### config.mk
export PLATFORM = sky130hd
export DESIGN_NAME = band_scan_step_controller_core_flat
export DESIGN_NICKNAME = d
export VERILOG_FILES = /design/src/rtl/bssc_pkg.sv /design/src/rtl/bssc_if.sv /design/src/rtl/band_scan_step_controller_core.sv /design/src/rtl/bssc_cfg.sv /design/src/rtl/bssc_core.sv /design/src/flat_wrapper.sv
export SDC_FILE = /design/constraint.sdc
export NUM_CORES = 1
export LEC_CHECK = 0
export ABC_AREA = 1
export BUFFER_PORTS_ARGS = -buffer_cell sky130_fd_sc_hd__buf_4
export CAP_MARGIN = 20
export CORE_MARGIN = 2
export CORE_UTILIZATION = 25
export CTS_BUF_LIST = sky130_fd_sc_hd__clkbuf_16
export DETAILED_ROUTE_END_ITERATION = 6
export GPL_ROUTABILITY_DRIVEN = 1
export HOLD_SLACK_MARGIN = 0.02
export PLACE_DENSITY = 0.5
export SYNTH_ARGS = -nofsm -noshare
export SYNTH_HDL_FRONTEND = slang
export SYNTH_SLANG_ARGS = --single-unit
### constraint.sdc
create_clock -name clk -period 7.8 [get_ports clk]
set_clock_uncertainty 0.1 [all_clocks]
set_input_delay 1.17 -clock clk [delete_from_list [all_inputs] [get_ports clk]]
set_output_delay 1.17 -clock clk [all_outputs]
set_load 0.03 [all_outputs]
### src/rtl/bssc_pkg.sv
// ----------------------------------------------------------------------------
// bssc_pkg
// Shared types and constants of the band-scan step controller.
// ----------------------------------------------------------------------------
`default_nettype none

package bssc_pkg;

    localparam int FREQ_W = 16;
    localparam int CNT_W  = 16;
    localparam int CFG_IDX_W = 3;

    typedef logic [FREQ_W-1:0] freq_t;
    typedef logic [CNT_W-1:0]  cnt_t;

    localparam cnt_t CNT_SAT = '1;

    // Register indexes of the configuration port
    typedef enum logic [CFG_IDX_W-1:0] {
        CFG_BAND_LOW       = 3'd0,
        CFG_BAND_HIGH      = 3'd1,
        CFG_STEP_SIZE      = 3'd2,
        CFG_POLL_PERIOD_MS = 3'd3,
        CFG_LONG_PRESS_MS  = 3'd4,
        CFG_CLICK_MS       = 3'd5
    } cfg_idx_t;

    localparam freq_t RST_BAND_LOW       = 16'd500;
    localparam freq_t RST_BAND_HIGH      = 16'd1710;
    localparam freq_t RST_STEP_SIZE      = 16'd10;
    localparam cnt_t  RST_POLL_PERIOD_MS = 16'd200;
    localparam cnt_t  RST_LONG_PRESS_MS  = 16'd375;
    localparam cnt_t  RST_CLICK_MS       = 16'd20;

    // Item commands
    typedef enum logic {
        CMD_TICK  = 1'b0,
        CMD_START = 1'b1
    } cmd_t;

    typedef struct packed {
        freq_t band_low;
        freq_t band_high;
        freq_t step_size;
        cnt_t  poll_period_ms;
        cnt_t  long_press_ms;
        cnt_t  click_ms;
    } cfg_t;

    typedef struct packed {
        logic  cmd;
        freq_t start_freq;
        logic  button_down;
        logic  tune_done;
        freq_t tuned_freq;
    } item_t;

    typedef struct packed {
        freq_t tune_freq;
        logic  finished;
    } result_t;

    function automatic cnt_t sat_inc(input cnt_t v);
        cnt_t r;
        if (v == CNT_SAT)
        begin
            r = CNT_SAT;
        end
        else
        begin
            r = v + cnt_t'(1);
        end
        return r;
    endfunction

endpackage

`default_nettype wire

### src/rtl/bssc_if.sv
// ----------------------------------------------------------------------------
// bssc_if
// Channel interfaces: item input, result output and register writes.
// ----------------------------------------------------------------------------
`default_nettype none

interface bssc_item_if;
    logic                  valid;
    logic                  ready;
    logic                  cmd;
    logic [15:0]           start_freq;
    logic                  button_down;
    logic                  tune_done;
    logic [15:0]           tuned_freq;

    modport source (output valid, cmd, start_freq, button_down, tune_done, tuned_freq,
                    input ready);
    modport sink   (input valid, cmd, start_freq, button_down, tune_done, tuned_freq,
                    output ready);
endinterface

interface bssc_result_if;
    logic                  valid;
    logic                  ready;
    logic [15:0]           tune_freq;
    logic                  finished;

    modport source (output valid, tune_freq, finished, input ready);
    modport sink   (input valid, tune_freq, finished, output ready);
endinterface

interface bssc_cfg_if;
    logic                  valid;
    logic                  ready;
    logic [2:0]            index;
    logic [15:0]           data;

    modport source (output valid, index, data, input ready);
    modport sink   (input valid, index, data, output ready);
endinterface

`default_nettype wire

### src/rtl/band_scan_step_controller_core.sv
// ----------------------------------------------------------------------------
// band_scan_step_controller_core
// Band-scan controller: times button presses, polls the tuner, steps the scan.
// ----------------------------------------------------------------------------
// Usage:
//   item   : one request per millisecond tick (cmd tick) or a start request
//            (cmd start, with the home frequency in start_freq).
//   result : zero or one tune request per item; finished marks the final
//            request of a scan, which re-tunes to the home frequency.
//   cfg    : register writes (index 0..5), always ready; issue them only
//            while no request is in flight. Writes beyond index 5 are dropped.
//   Flow: an accepted request is held in the input register, then its
//   result is loaded into the output register, which drives the result port.
//   Throughput is one request per cycle while the result side is not stalled,
//   set by the single state update between the two registers.
//   A stalled result register holds its value; the input register still
//   takes a request when empty and then waits, so item.ready drops only when
//   both registers are full.
//   Reset clears the scan state and the valid flags of both registers and loads the default
//   band 500..1710, step 10, poll 200 ms, long press 375 ms, click 20 ms.
// ----------------------------------------------------------------------------
`default_nettype none

module band_scan_step_controller_core (
    input  wire logic        clk,
    input  wire logic        rst_n,
    bssc_item_if.sink        item,
    bssc_result_if.source    result,
    bssc_cfg_if.sink         cfg
);
    import bssc_pkg::*;

    cfg_t    cfg_q;
    item_t   in_reg;
    logic    in_valid_reg;
    result_t out_reg;
    logic    out_valid_reg;
    logic    advance;
    logic    res_valid;
    result_t res;

    assign advance    = in_valid_reg && (!out_valid_reg || result.ready);
    assign item.ready = !in_valid_reg || advance;
    assign cfg.ready  = 1'b1;

    bssc_cfg u_cfg (
        .clk      (clk),
        .rst_n    (rst_n),
        .wr_en    (cfg.valid),
        .wr_index (cfg.index),
        .wr_data  (cfg.data),
        .cfg      (cfg_q)
    );

    bssc_core u_core (
        .clk       (clk),
        .rst_n     (rst_n),
        .cfg       (cfg_q),
        .advance   (advance),
        .item      (in_reg),
        .res_valid (res_valid),
        .res       (res)
    );

    always_ff @(posedge clk or negedge rst_n)
    begin
        if (!rst_n)
        begin
            in_valid_reg  <= 1'b0;
            out_valid_reg <= 1'b0;
        end
        else
        begin
            if (item.ready)
            begin
                in_valid_reg <= item.valid;
            end
            if (advance)
            begin
                out_valid_reg <= res_valid;
            end
            else if (result.ready)
            begin
                out_valid_reg <= 1'b0;
            end
        end
    end

    always_ff @(posedge clk)
    begin
        if (item.valid && item.ready)
        begin
            in_reg.cmd         <= item.cmd;
            in_reg.start_freq  <= item.start_freq;
            in_reg.button_down <= item.button_down;
            in_reg.tune_done   <= item.tune_done;
            in_reg.tuned_freq  <= item.tuned_freq;
        end
        if (advance && res_valid)
        begin
            out_reg <= res;
        end
    end

    assign result.valid     = out_valid_reg;
    assign result.tune_freq = out_reg.tune_freq;
    assign result.finished  = out_reg.finished;

endmodule

`default_nettype wire

### src/rtl/bssc_cfg.sv
// ----------------------------------------------------------------------------
// bssc_cfg
// Configuration register file, written through the register write channel.
// ----------------------------------------------------------------------------
`default_nettype none

module bssc_cfg (
    input  wire logic              clk,
    input  wire logic              rst_n,
    input  wire logic              wr_en,
    input  wire logic [2:0]        wr_index,
    input  wire logic [15:0]       wr_data,
    output bssc_pkg::cfg_t         cfg
);
    import bssc_pkg::*;

    cfg_t cfg_reg;
    cfg_t cfg_next;

    always_comb
    begin
        cfg_next = cfg_reg;
        if (wr_en)
        begin
            case (cfg_idx_t'(wr_index))
                CFG_BAND_LOW:       cfg_next.band_low       = wr_data;
                CFG_BAND_HIGH:      cfg_next.band_high      = wr_data;
                CFG_STEP_SIZE:      cfg_next.step_size      = wr_data;
                CFG_POLL_PERIOD_MS: cfg_next.poll_period_ms = wr_data;
                CFG_LONG_PRESS_MS:  cfg_next.long_press_ms  = wr_data;
                CFG_CLICK_MS:       cfg_next.click_ms       = wr_data;
                default:            cfg_next = cfg_reg; // drop writes beyond the map
            endcase
        end
    end

    always_ff @(posedge clk or negedge rst_n)
    begin
        if (!rst_n)
        begin
            cfg_reg.band_low       <= RST_BAND_LOW;
            cfg_reg.band_high      <= RST_BAND_HIGH;
            cfg_reg.step_size      <= RST_STEP_SIZE;
            cfg_reg.poll_period_ms <= RST_POLL_PERIOD_MS;
            cfg_reg.long_press_ms  <= RST_LONG_PRESS_MS;
            cfg_reg.click_ms       <= RST_CLICK_MS;
        end
        else
        begin
            cfg_reg <= cfg_next;
        end
    end

    assign cfg = cfg_reg;

endmodule

`default_nettype wire

### src/rtl/bssc_core.sv
// ----------------------------------------------------------------------------
// bssc_core
// Scan state and the per-item update: button timing, poll timer, target step.
// ----------------------------------------------------------------------------
`default_nettype none

module bssc_core (
    input  wire logic              clk,
    input  wire logic              rst_n,
    input  wire bssc_pkg::cfg_t    cfg,
    input  wire logic              advance,
    input  wire bssc_pkg::item_t   item,
    output logic                   res_valid,
    output bssc_pkg::result_t      res
);
    import bssc_pkg::*;

    logic  scanning_reg, scanning_next;
    logic  reverse_reg, reverse_next;
    logic  held_reg, held_next;
    cnt_t  press_reg, press_next;
    cnt_t  poll_reg, poll_next;
    freq_t target_reg, target_next;
    freq_t home_reg, home_next;

    cnt_t            dur;
    cnt_t            poll_inc;
    freq_t           step_val;
    logic [FREQ_W:0] up_sum;
    freq_t           dn_diff;

    // Next frequency of the scan, in the direction after this item's press
    always_comb
    begin
        up_sum  = {1'b0, target_reg} + {1'b0, cfg.step_size};
        dn_diff = target_reg - cfg.step_size;
        if (reverse_next)
        begin
            if ((cfg.step_size > target_reg) || (dn_diff < cfg.band_low))
            begin
                step_val = cfg.band_high;
            end
            else
            begin
                step_val = dn_diff;
            end
        end
        else
        begin
            if (up_sum > {1'b0, cfg.band_high})
            begin
                step_val = cfg.band_low;
            end
            else
            begin
                step_val = up_sum[FREQ_W-1:0];
            end
        end
    end

    always_comb
    begin
        scanning_next = scanning_reg;
        reverse_next  = reverse_reg;
        held_next     = held_reg;
        press_next    = press_reg;
        poll_next     = poll_reg;
        target_next   = target_reg;
        home_next     = home_reg;
        res_valid     = 1'b0;
        res.tune_freq = home_reg;
        res.finished  = 1'b0;
        dur           = sat_inc(press_reg);
        poll_inc      = sat_inc(poll_reg);

        if (cmd_t'(item.cmd) == CMD_START)
        begin
            home_next     = item.start_freq;
            target_next   = item.start_freq;
            scanning_next = 1'b1;
            held_next     = 1'b0;
            press_next    = '0;
            poll_next     = '0;
        end
        else if (scanning_reg)
        begin
            if (held_reg)
            begin
                if (!item.button_down)
                begin
                    // release: judge the press length
                    if (dur > cfg.long_press_ms)
                    begin
                        scanning_next = 1'b0;
                    end
                    else if (dur > cfg.click_ms)
                    begin
                        reverse_next = !reverse_reg;
                    end
                    held_next  = 1'b0;
                    press_next = '0;
                end
                else
                begin
                    press_next = dur;
                end
            end
            else if (item.button_down)
            begin
                held_next  = 1'b1;
                press_next = '0;
            end

            if (!scanning_next)
            begin
                // long press: re-tune home and finish
                poll_next     = '0;
                res_valid     = 1'b1;
                res.tune_freq = home_reg;
                res.finished  = 1'b1;
            end
            else if (poll_inc < cfg.poll_period_ms)
            begin
                poll_next = poll_inc;
            end
            else
            begin
                poll_next = '0;
                if (item.tune_done)
                begin
                    if (item.tuned_freq == target_reg)
                    begin
                        target_next = step_val;
                    end
                    res_valid     = 1'b1;
                    res.tune_freq = target_next;
                    res.finished  = 1'b0;
                end
            end
        end
    end

    always_ff @(posedge clk or negedge rst_n)
    begin
        if (!rst_n)
        begin
            scanning_reg <= 1'b0;
            reverse_reg  <= 1'b0;
            held_reg     <= 1'b0;
            press_reg    <= '0;
            poll_reg     <= '0;
            target_reg   <= '0;
            home_reg     <= '0;
        end
        else if (advance)
        begin
            scanning_reg <= scanning_next;
            reverse_reg  <= reverse_next;
            held_reg     <= held_next;
            press_reg    <= press_next;
            poll_reg     <= poll_next;
            target_reg   <= target_next;
            home_reg     <= home_next;
        end
    end

endmodule

`default_nettype wire
### src/flat_wrapper.sv
// flat-port wrapper written by rule: the top's interface ports become plain ports
module band_scan_step_controller_core_flat import bssc_pkg::*;
  (clk, rst_n, item_valid, item_cmd, item_start_freq, item_button_down, item_tune_done, item_tuned_freq, item_ready, result_valid, result_tune_freq, result_finished, result_ready, cfg_valid, cfg_index, cfg_data, cfg_ready);
  bssc_item_if item_i ();
  bssc_result_if result_i ();
  bssc_cfg_if cfg_i ();
  input  wire logic clk;
  input  wire logic rst_n;
  input wire logic [$bits(item_i.valid)-1:0] item_valid;
  input wire logic [$bits(item_i.cmd)-1:0] item_cmd;
  input wire logic [$bits(item_i.start_freq)-1:0] item_start_freq;
  input wire logic [$bits(item_i.button_down)-1:0] item_button_down;
  input wire logic [$bits(item_i.tune_done)-1:0] item_tune_done;
  input wire logic [$bits(item_i.tuned_freq)-1:0] item_tuned_freq;
  output wire logic [$bits(item_i.ready)-1:0] item_ready;
  output wire logic [$bits(result_i.valid)-1:0] result_valid;
  output wire logic [$bits(result_i.tune_freq)-1:0] result_tune_freq;
  output wire logic [$bits(result_i.finished)-1:0] result_finished;
  input wire logic [$bits(result_i.ready)-1:0] result_ready;
  input wire logic [$bits(cfg_i.valid)-1:0] cfg_valid;
  input wire logic [$bits(cfg_i.index)-1:0] cfg_index;
  input wire logic [$bits(cfg_i.data)-1:0] cfg_data;
  output wire logic [$bits(cfg_i.ready)-1:0] cfg_ready;
  assign item_i.valid = item_valid;
  assign item_i.cmd = item_cmd;
  assign item_i.start_freq = item_start_freq;
  assign item_i.button_down = item_button_down;
  assign item_i.tune_done = item_tune_done;
  assign item_i.tuned_freq = item_tuned_freq;
  assign item_ready = item_i.ready;
  assign result_valid = result_i.valid;
  assign result_tune_freq = result_i.tune_freq;
  assign result_finished = result_i.finished;
  assign result_i.ready = result_ready;
  assign cfg_i.valid = cfg_valid;
  assign cfg_i.index = cfg_index;
  assign cfg_i.data = cfg_data;
  assign cfg_ready = cfg_i.ready;
  band_scan_step_controller_core u_core (.clk(clk), .rst_n(rst_n), .item(item_i), .result(result_i), .cfg(cfg_i));
endmodule
==> impl_metrics.ini, run 1 <==
[run_status]
status = complete, no violations

[finish]
design_area_um2 = 16100
drive_above_1_share = 0.119
regArea_um2 = 5720
antenna_cells = 0
largest_reg_flops = 96
multi_input_comb_area_um2 = 6790
nets = 1991
area_growth_pct = 15.9
nFillCells = 5880
layout_common_cells = 442 x nand2_1, 283 x inv_1, 173 x o21ai_0
layout_commonest_cell = nand2_1

[global_route]
grt_usage = 0.145
antenna_found_initial = 0
grt_pass1_vias = 11300
grt_max_degree = 60
grt_overflow = 0
grt_pass1_wl_um = 64800

[worst_setup_path]
endpoint_kind = flip-flop
max_stage_delay_ns = 0.57
cp_slowest_cell = dfstp_2
crit_path_start_kind = flip-flop
cp.arrival_ns = 5.47
path_max_fanout = 17
required_ns = 7.94
crit_type = flip-flop to flip-flop
path_common_cell = nand2_1

[clocking]
cts_sinks = 217
numCtsBuffers = 24
clk_latency_ns = 0.54
tritoncts = built
cts_hold_buf = 0
cts-root-buf = clkbuf_16
post_cts_resized = 0
clockBufferDepth = 3
clkTransAtPathRegs_ns = 0.06
post_cts.repair.setup_buffers = 0
htree_levels = 1

[sta]
fin_tns_setup_ns = 0
hold_viol_final = 0
worst_pin_slew_ns = 1.03
period_needed_ns = 5.32
holdWs_ns = 0.384
finalCritPeriodShare = 0.683
rsz0062_at_grt = false
slew_viol_final = 0
setup_viol = 0
max_freq_ghz = 0.188
maxSlewHeadroom = 0.311

[drt]
wl_um = 41300
post-route-drc-count = 0
first_pass_iters = 5
vias = 11600
avgRoutedWirePerCell_um = 16.0
vias_per_cell = 4.49
ant_nets = 0
drtIter0Drc = 861

[die]
die_h_um = 239
pin_count = 79
start_util = 0.252
rows = 86
die-area_um2 = 57300
core_um2 = 55000
die_w_um = 239

[pwr]
p_per_area_nw_per_um2 = 291
leakage_nw = 7.95
ir_drop_mv = 0.119
finalPower_mw = 4.67

[synth]
synth_cell_types = 52
yosysWarnings = 0
syn_inst = 1760
avgSynthCellArea_um2 = 7.87
synth_async_sr_flop_share = 0.760
syn_area_um2 = 13900
synth_seq_area_share = 0.413
synth_edf_count = 52
syn_nets = 1931
ys.flop_type = dfrtp_1
ys_seq_elements = 217

[hold_path]
hp-class = flip-flop to flip-flop

[placed_design]
dp_hpwl_um = 31500
io_buffers = 77
dpl_cell_area_um2 = 15200
routabilityCongestion = 0.924

[flow_run]
drv_cap = 0
==> final timing paths <==
kind,depth (start not counted),start,slack (ns),to
max in group asynchronous,2,rst_n,5.85,u_core.u_cfg.cfg[52]
min reg2reg,2,u_core.u_cfg.cfg[47],0.38,u_core.u_cfg.cfg[47]
min in group asynchronous,1,rst_n,0.48,u_core.u_cfg.cfg[11]
min,2,u_core.u_cfg.cfg[47],0.38,u_core.u_cfg.cfg[47]
max,25,u_core.u_cfg.cfg[49],2.48,u_core.result.tune_freq[9]
max reg2reg,25,u_core.u_cfg.cfg[49],2.48,u_core.result.tune_freq[9]
==> Yosys cell counts, drive strengths merged (4+ instances only) <==
| library cell | n | area [um^2] |
|---|---|---|
| a211oi | 4 | 30.0 |
| a21boi | 4 | 30.0 |
| a21oi | 80 | 412 |
| a31oi | 15 | 93.8 |
| buf | 20 | 145 |
| clkbuf | 33 | 134 |
| dfrtp | 138 | 3450 |
| dfstp | 27 | 709 |
| edfxtp | 52 | 1560 |
| ha | 110 | 1380 |
| inv | 285 | 1070 |
| nand2 | 452 | 1730 |
| nand3 | 125 | 796 |
| nand4 | 16 | 106 |
| nor2 | 107 | 438 |
| nor3 | 16 | 85.1 |
| nor4 | 7 | 43.8 |
| o211ai | 4 | 30.0 |
| o21a | 5 | 37.5 |
| o21ai | 177 | 886 |
| o22ai | 10 | 62.6 |
| or2 | 6 | 37.5 |
| xnor2 | 9 | 78.8 |
| xor2 | 42 | 368 |
==> power breakdown <==
part           switching [mW]  internal [mW]  leakage [nW]
logic                    1.28          0.654          4.98
registers               0.156           1.33          2.55
clock network           0.486          0.760         0.426
==> kinds of logic (layout without fill, tap and decap cells) <==
logic type                 count (synthesis)  in the layout  synth area share
AOI/OAI and AO/OA                        303            303             0.116
buffers and inverters                    339            417            0.0976
other                                      1              1          0.000271
adders and majority gates                112            112             0.102
DFF                                      217            217             0.413
and+or+nand+nor                          737            737             0.238
xor gates and xnor gates                  51             51            0.0322
==> metal layers <==
| metal | vias up | track usage | share of wire |
|---|---|---|---|
| met5 | - | 0 | 0 |
| li1 | 5795 | - | - |
| met3 | 60 | 0.0150 | 0.044 |
| met2 | 243 | 0.243 | 0.47 |
| met1 | 5517 | 0.196 | 0.46 |
| met4 | 0 | 0.0464 | 0.028 |
==> critical path, delay by kind of cell (launching register included) <==
kind                     cells  cell delay [ns]
XOR/XNOR                     1             0.32
flip-flops                   1             0.57
adder cells (fa/ha/maj)      2             0.61
AND/OR/NAND/NOR             18             2.70
buffers and inverters        1             0.08
AO/OA/AOI/OAI                3             0.65
==> cell type report <==
| cell class | instances | area share |
|---|---|---|
| Clock buffer | 24 | 0.0374 |
| Clock inverter | 20 | 0.0160 |
| Inverter | 286 | 0.0668 |
| Multi-Input combinational cell | 1204 | 0.423 |
| Sequential cell | 217 | 0.356 |
| Tap cell | 748 | 0.0583 |
| Timing Repair Buffer | 87 | 0.0421 |
==> through the flow <==
stage                util  worst slack (ns)  std cells
finish              0.292              2.48       2586
global route        0.292              2.08       2586
CTS                 0.292              2.60       2585
detailed placement  0.276              2.61       2541
global placement    0.276              2.64       2541
floorplan               -              3.68       1760
Note: power is estimated with default switching activity, not from simulation.
==> inputs of run 2 (changes only) <==
==> constraint.sdc (replaced) <==
create_clock -name clk -period 5.2 [get_ports clk]
set_clock_uncertainty 0.1 [all_clocks]
set_input_delay 0.78 -clock clk [delete_from_list [all_inputs] [get_ports clk]]
set_output_delay 0.78 -clock clk [all_outputs]
set_load 0.03 [all_outputs]
==> run 2 against run 1 <==
Compared with the run above:
- die area stayed put
- first-iteration DRC count is 8.5% lower
- register-to-register slack worse by 2.0 ns
- largest cell class unchanged
==> impl_metrics.ini, run 2 (synthesis gave the netlist of run 1 again) <==
[run_status]
status = complete, no violations

[placed_design]
io_buffers = 77
routabilityCongestion = 0.921
dp_hpwl_um = 32200
post-place-ws_ns = 0.405
dp.cells = 2548

[pwr]
p_per_area_nw_per_um2 = 435
ir_drop_mv = 0.213
finalPower_mw = 6.98
p_sw_frac = 0.429
power.switching_mw = 2.99
p_comb_frac = 0.433
internal-power_mw = 3.99
seqPwrFrac = 0.319
pwr-share-clk = 0.249
leakage_nw = 7.96

[worst_setup_path]
crit-reg2reg-launch = u_core.u_cfg.cfg[49]
r2r_end = u_core.result.tune_freq[3]
path_max_fanout = 16
path_common_cell = nand2_1
crit_type = flip-flop to flip-flop
crit_buf_inv = 2
cp.arrival_ns = 4.95
endpoint_kind = flip-flop
reg2regPathDepth = 26
cp_slowest_cell = dfstp_2
required_ns = 5.40
crit_family = simple AND/OR/NAND/NOR gates
r2r_slack_ns = 0.45
max_stage_delay_ns = 0.57
crit_path_start_kind = flip-flop

[global_route]
grt_overflow = 0
grt_pass1_wl_um = 66000
antenna_found_initial = 1
grt_max_degree = 96
grt_pass1_vias = 11400
grt_usage = 0.149

[drt]
vias = 11600
ant_nets = 0
vias_per_cell = 4.48
first_pass_iters = 5
drtIter0Drc = 788
wl_um = 42500
avgRoutedWirePerCell_um = 16.4
post-route-drc-count = 0

[finish]
nets = 1999
layout_common_cells = 441 x nand2_1, 285 x inv_1, 173 x o21ai_0
layout_commonest_cell = nand2_1
drive_above_1_share = 0.121
antenna_cells = 0
final_cells = 2596
area_growth_pct = 15.7
largest_reg_flops = 96

[sta]
maxSlewHeadroom = 0.291
finalCritPeriodShare = 0.913
final.setup.worst_slack_ns = 0.451
rsz0062_at_grt = false
worst_pin_slew_ns = 1.06
setup_viol = 0
max_freq_ghz = 0.211
period_needed_ns = 4.75
fin_tns_setup_ns = 0
slew_viol_final = 0
hold_viol_final = 0

[die]
rows = 86
die-area_um2 = 57300
die_w_um = 239
core_um2 = 55000
die_h_um = 239
start_util = 0.252
pin_count = 79

[clocking]
cts-root-buf = clkbuf_16
clkTransAtPathRegs_ns = 0.07
clk_latency_ns = 0.56
numCtsBuffers = 26
htree_levels = 1
tritoncts = built
clockBufferDepth = 3
cts_sinks = 217
post_cts.repair.setup_buffers = 0

[hold_path]
hp-class = input pin to asynchronous set/reset pin

[flow_run]
drv_cap = 0
[run 2: cell types whose count changed in the layout (fill, tap and decap cells not counted), sizes merged]
cell      previous run  this run
inv                288       292
bufinv               6         1
clkinv              10        14
buf                 87        93
clkinvlp             2         1
clkbuf              24        26
[run 2: repair_timing]
item                                    in CTS  in global routing
endpoints found under the setup margin       0                  4
resized for setup                            0                  2
hold buffers                                 0                  0
[run 2: worst max path at each step]
stage / cells after the start / slack (ns) / end / start
finish: 26 / 0.45 / u_core.result.tune_freq[3] / u_core.u_cfg.cfg[49]
global route: 26 / 0.06 / u_core.result.tune_freq[3] / u_core.u_cfg.cfg[55]
CTS: 22 / 0.38 / u_core.result.tune_freq[12] / u_core.u_cfg.cfg[55]
detailed placement: 22 / 0.40 / u_core.result.tune_freq[12] / u_core.u_cfg.cfg[55]
global placement: 22 / 0.36 / u_core.result.tune_freq[12] / u_core.u_cfg.cfg[55]
floorplan: 19 / 1.08 / u_core.result.finished / u_core.u_core.press_reg[2]
[run 2: metal layers]
layer / share of wire / global-route usage / vias to the layer above
met5: 0 / 0 / -
met4: 0.026 / 0.0438 / 0
met3: 0.036 / 0.0131 / 55
met2: 0.47 / 0.251 / 230
met1: 0.47 / 0.203 / 5511
li1: - / - / 5831
[run 2: final cells by class]
cell class	instances	area, um^2
Clock inverter	22	140
Tap cell	748	936
Fill cell	5914	38900
Timing Repair Buffer	93	714
Inverter	286	1070
Multi-Input combinational cell	1204	6800
Sequential cell	217	5720
Clock buffer	26	651
[run 2: stage by stage]
stage               instance area [um^2]  hold WS [ns]  utilization
global placement                   15200         0.367        0.277
floorplan                          13900         0.353            -
global route                       16000         0.285        0.292
CTS                                16000         0.268        0.292
finish                             16000         0.243        0.292
detailed placement                 15200         0.373        0.277
[run 2: power by group through the flow]
stage                     clock [mW]  sequential [mW]  combinational [mW]
final                           1.74             2.22                3.02
after global routing            1.86             2.25                3.42
after CTS                       1.80             2.23                3.00
after detailed placement           0             2.25                2.98
after global placement             0             2.25                2.97
after floorplan                    0             2.16                2.12
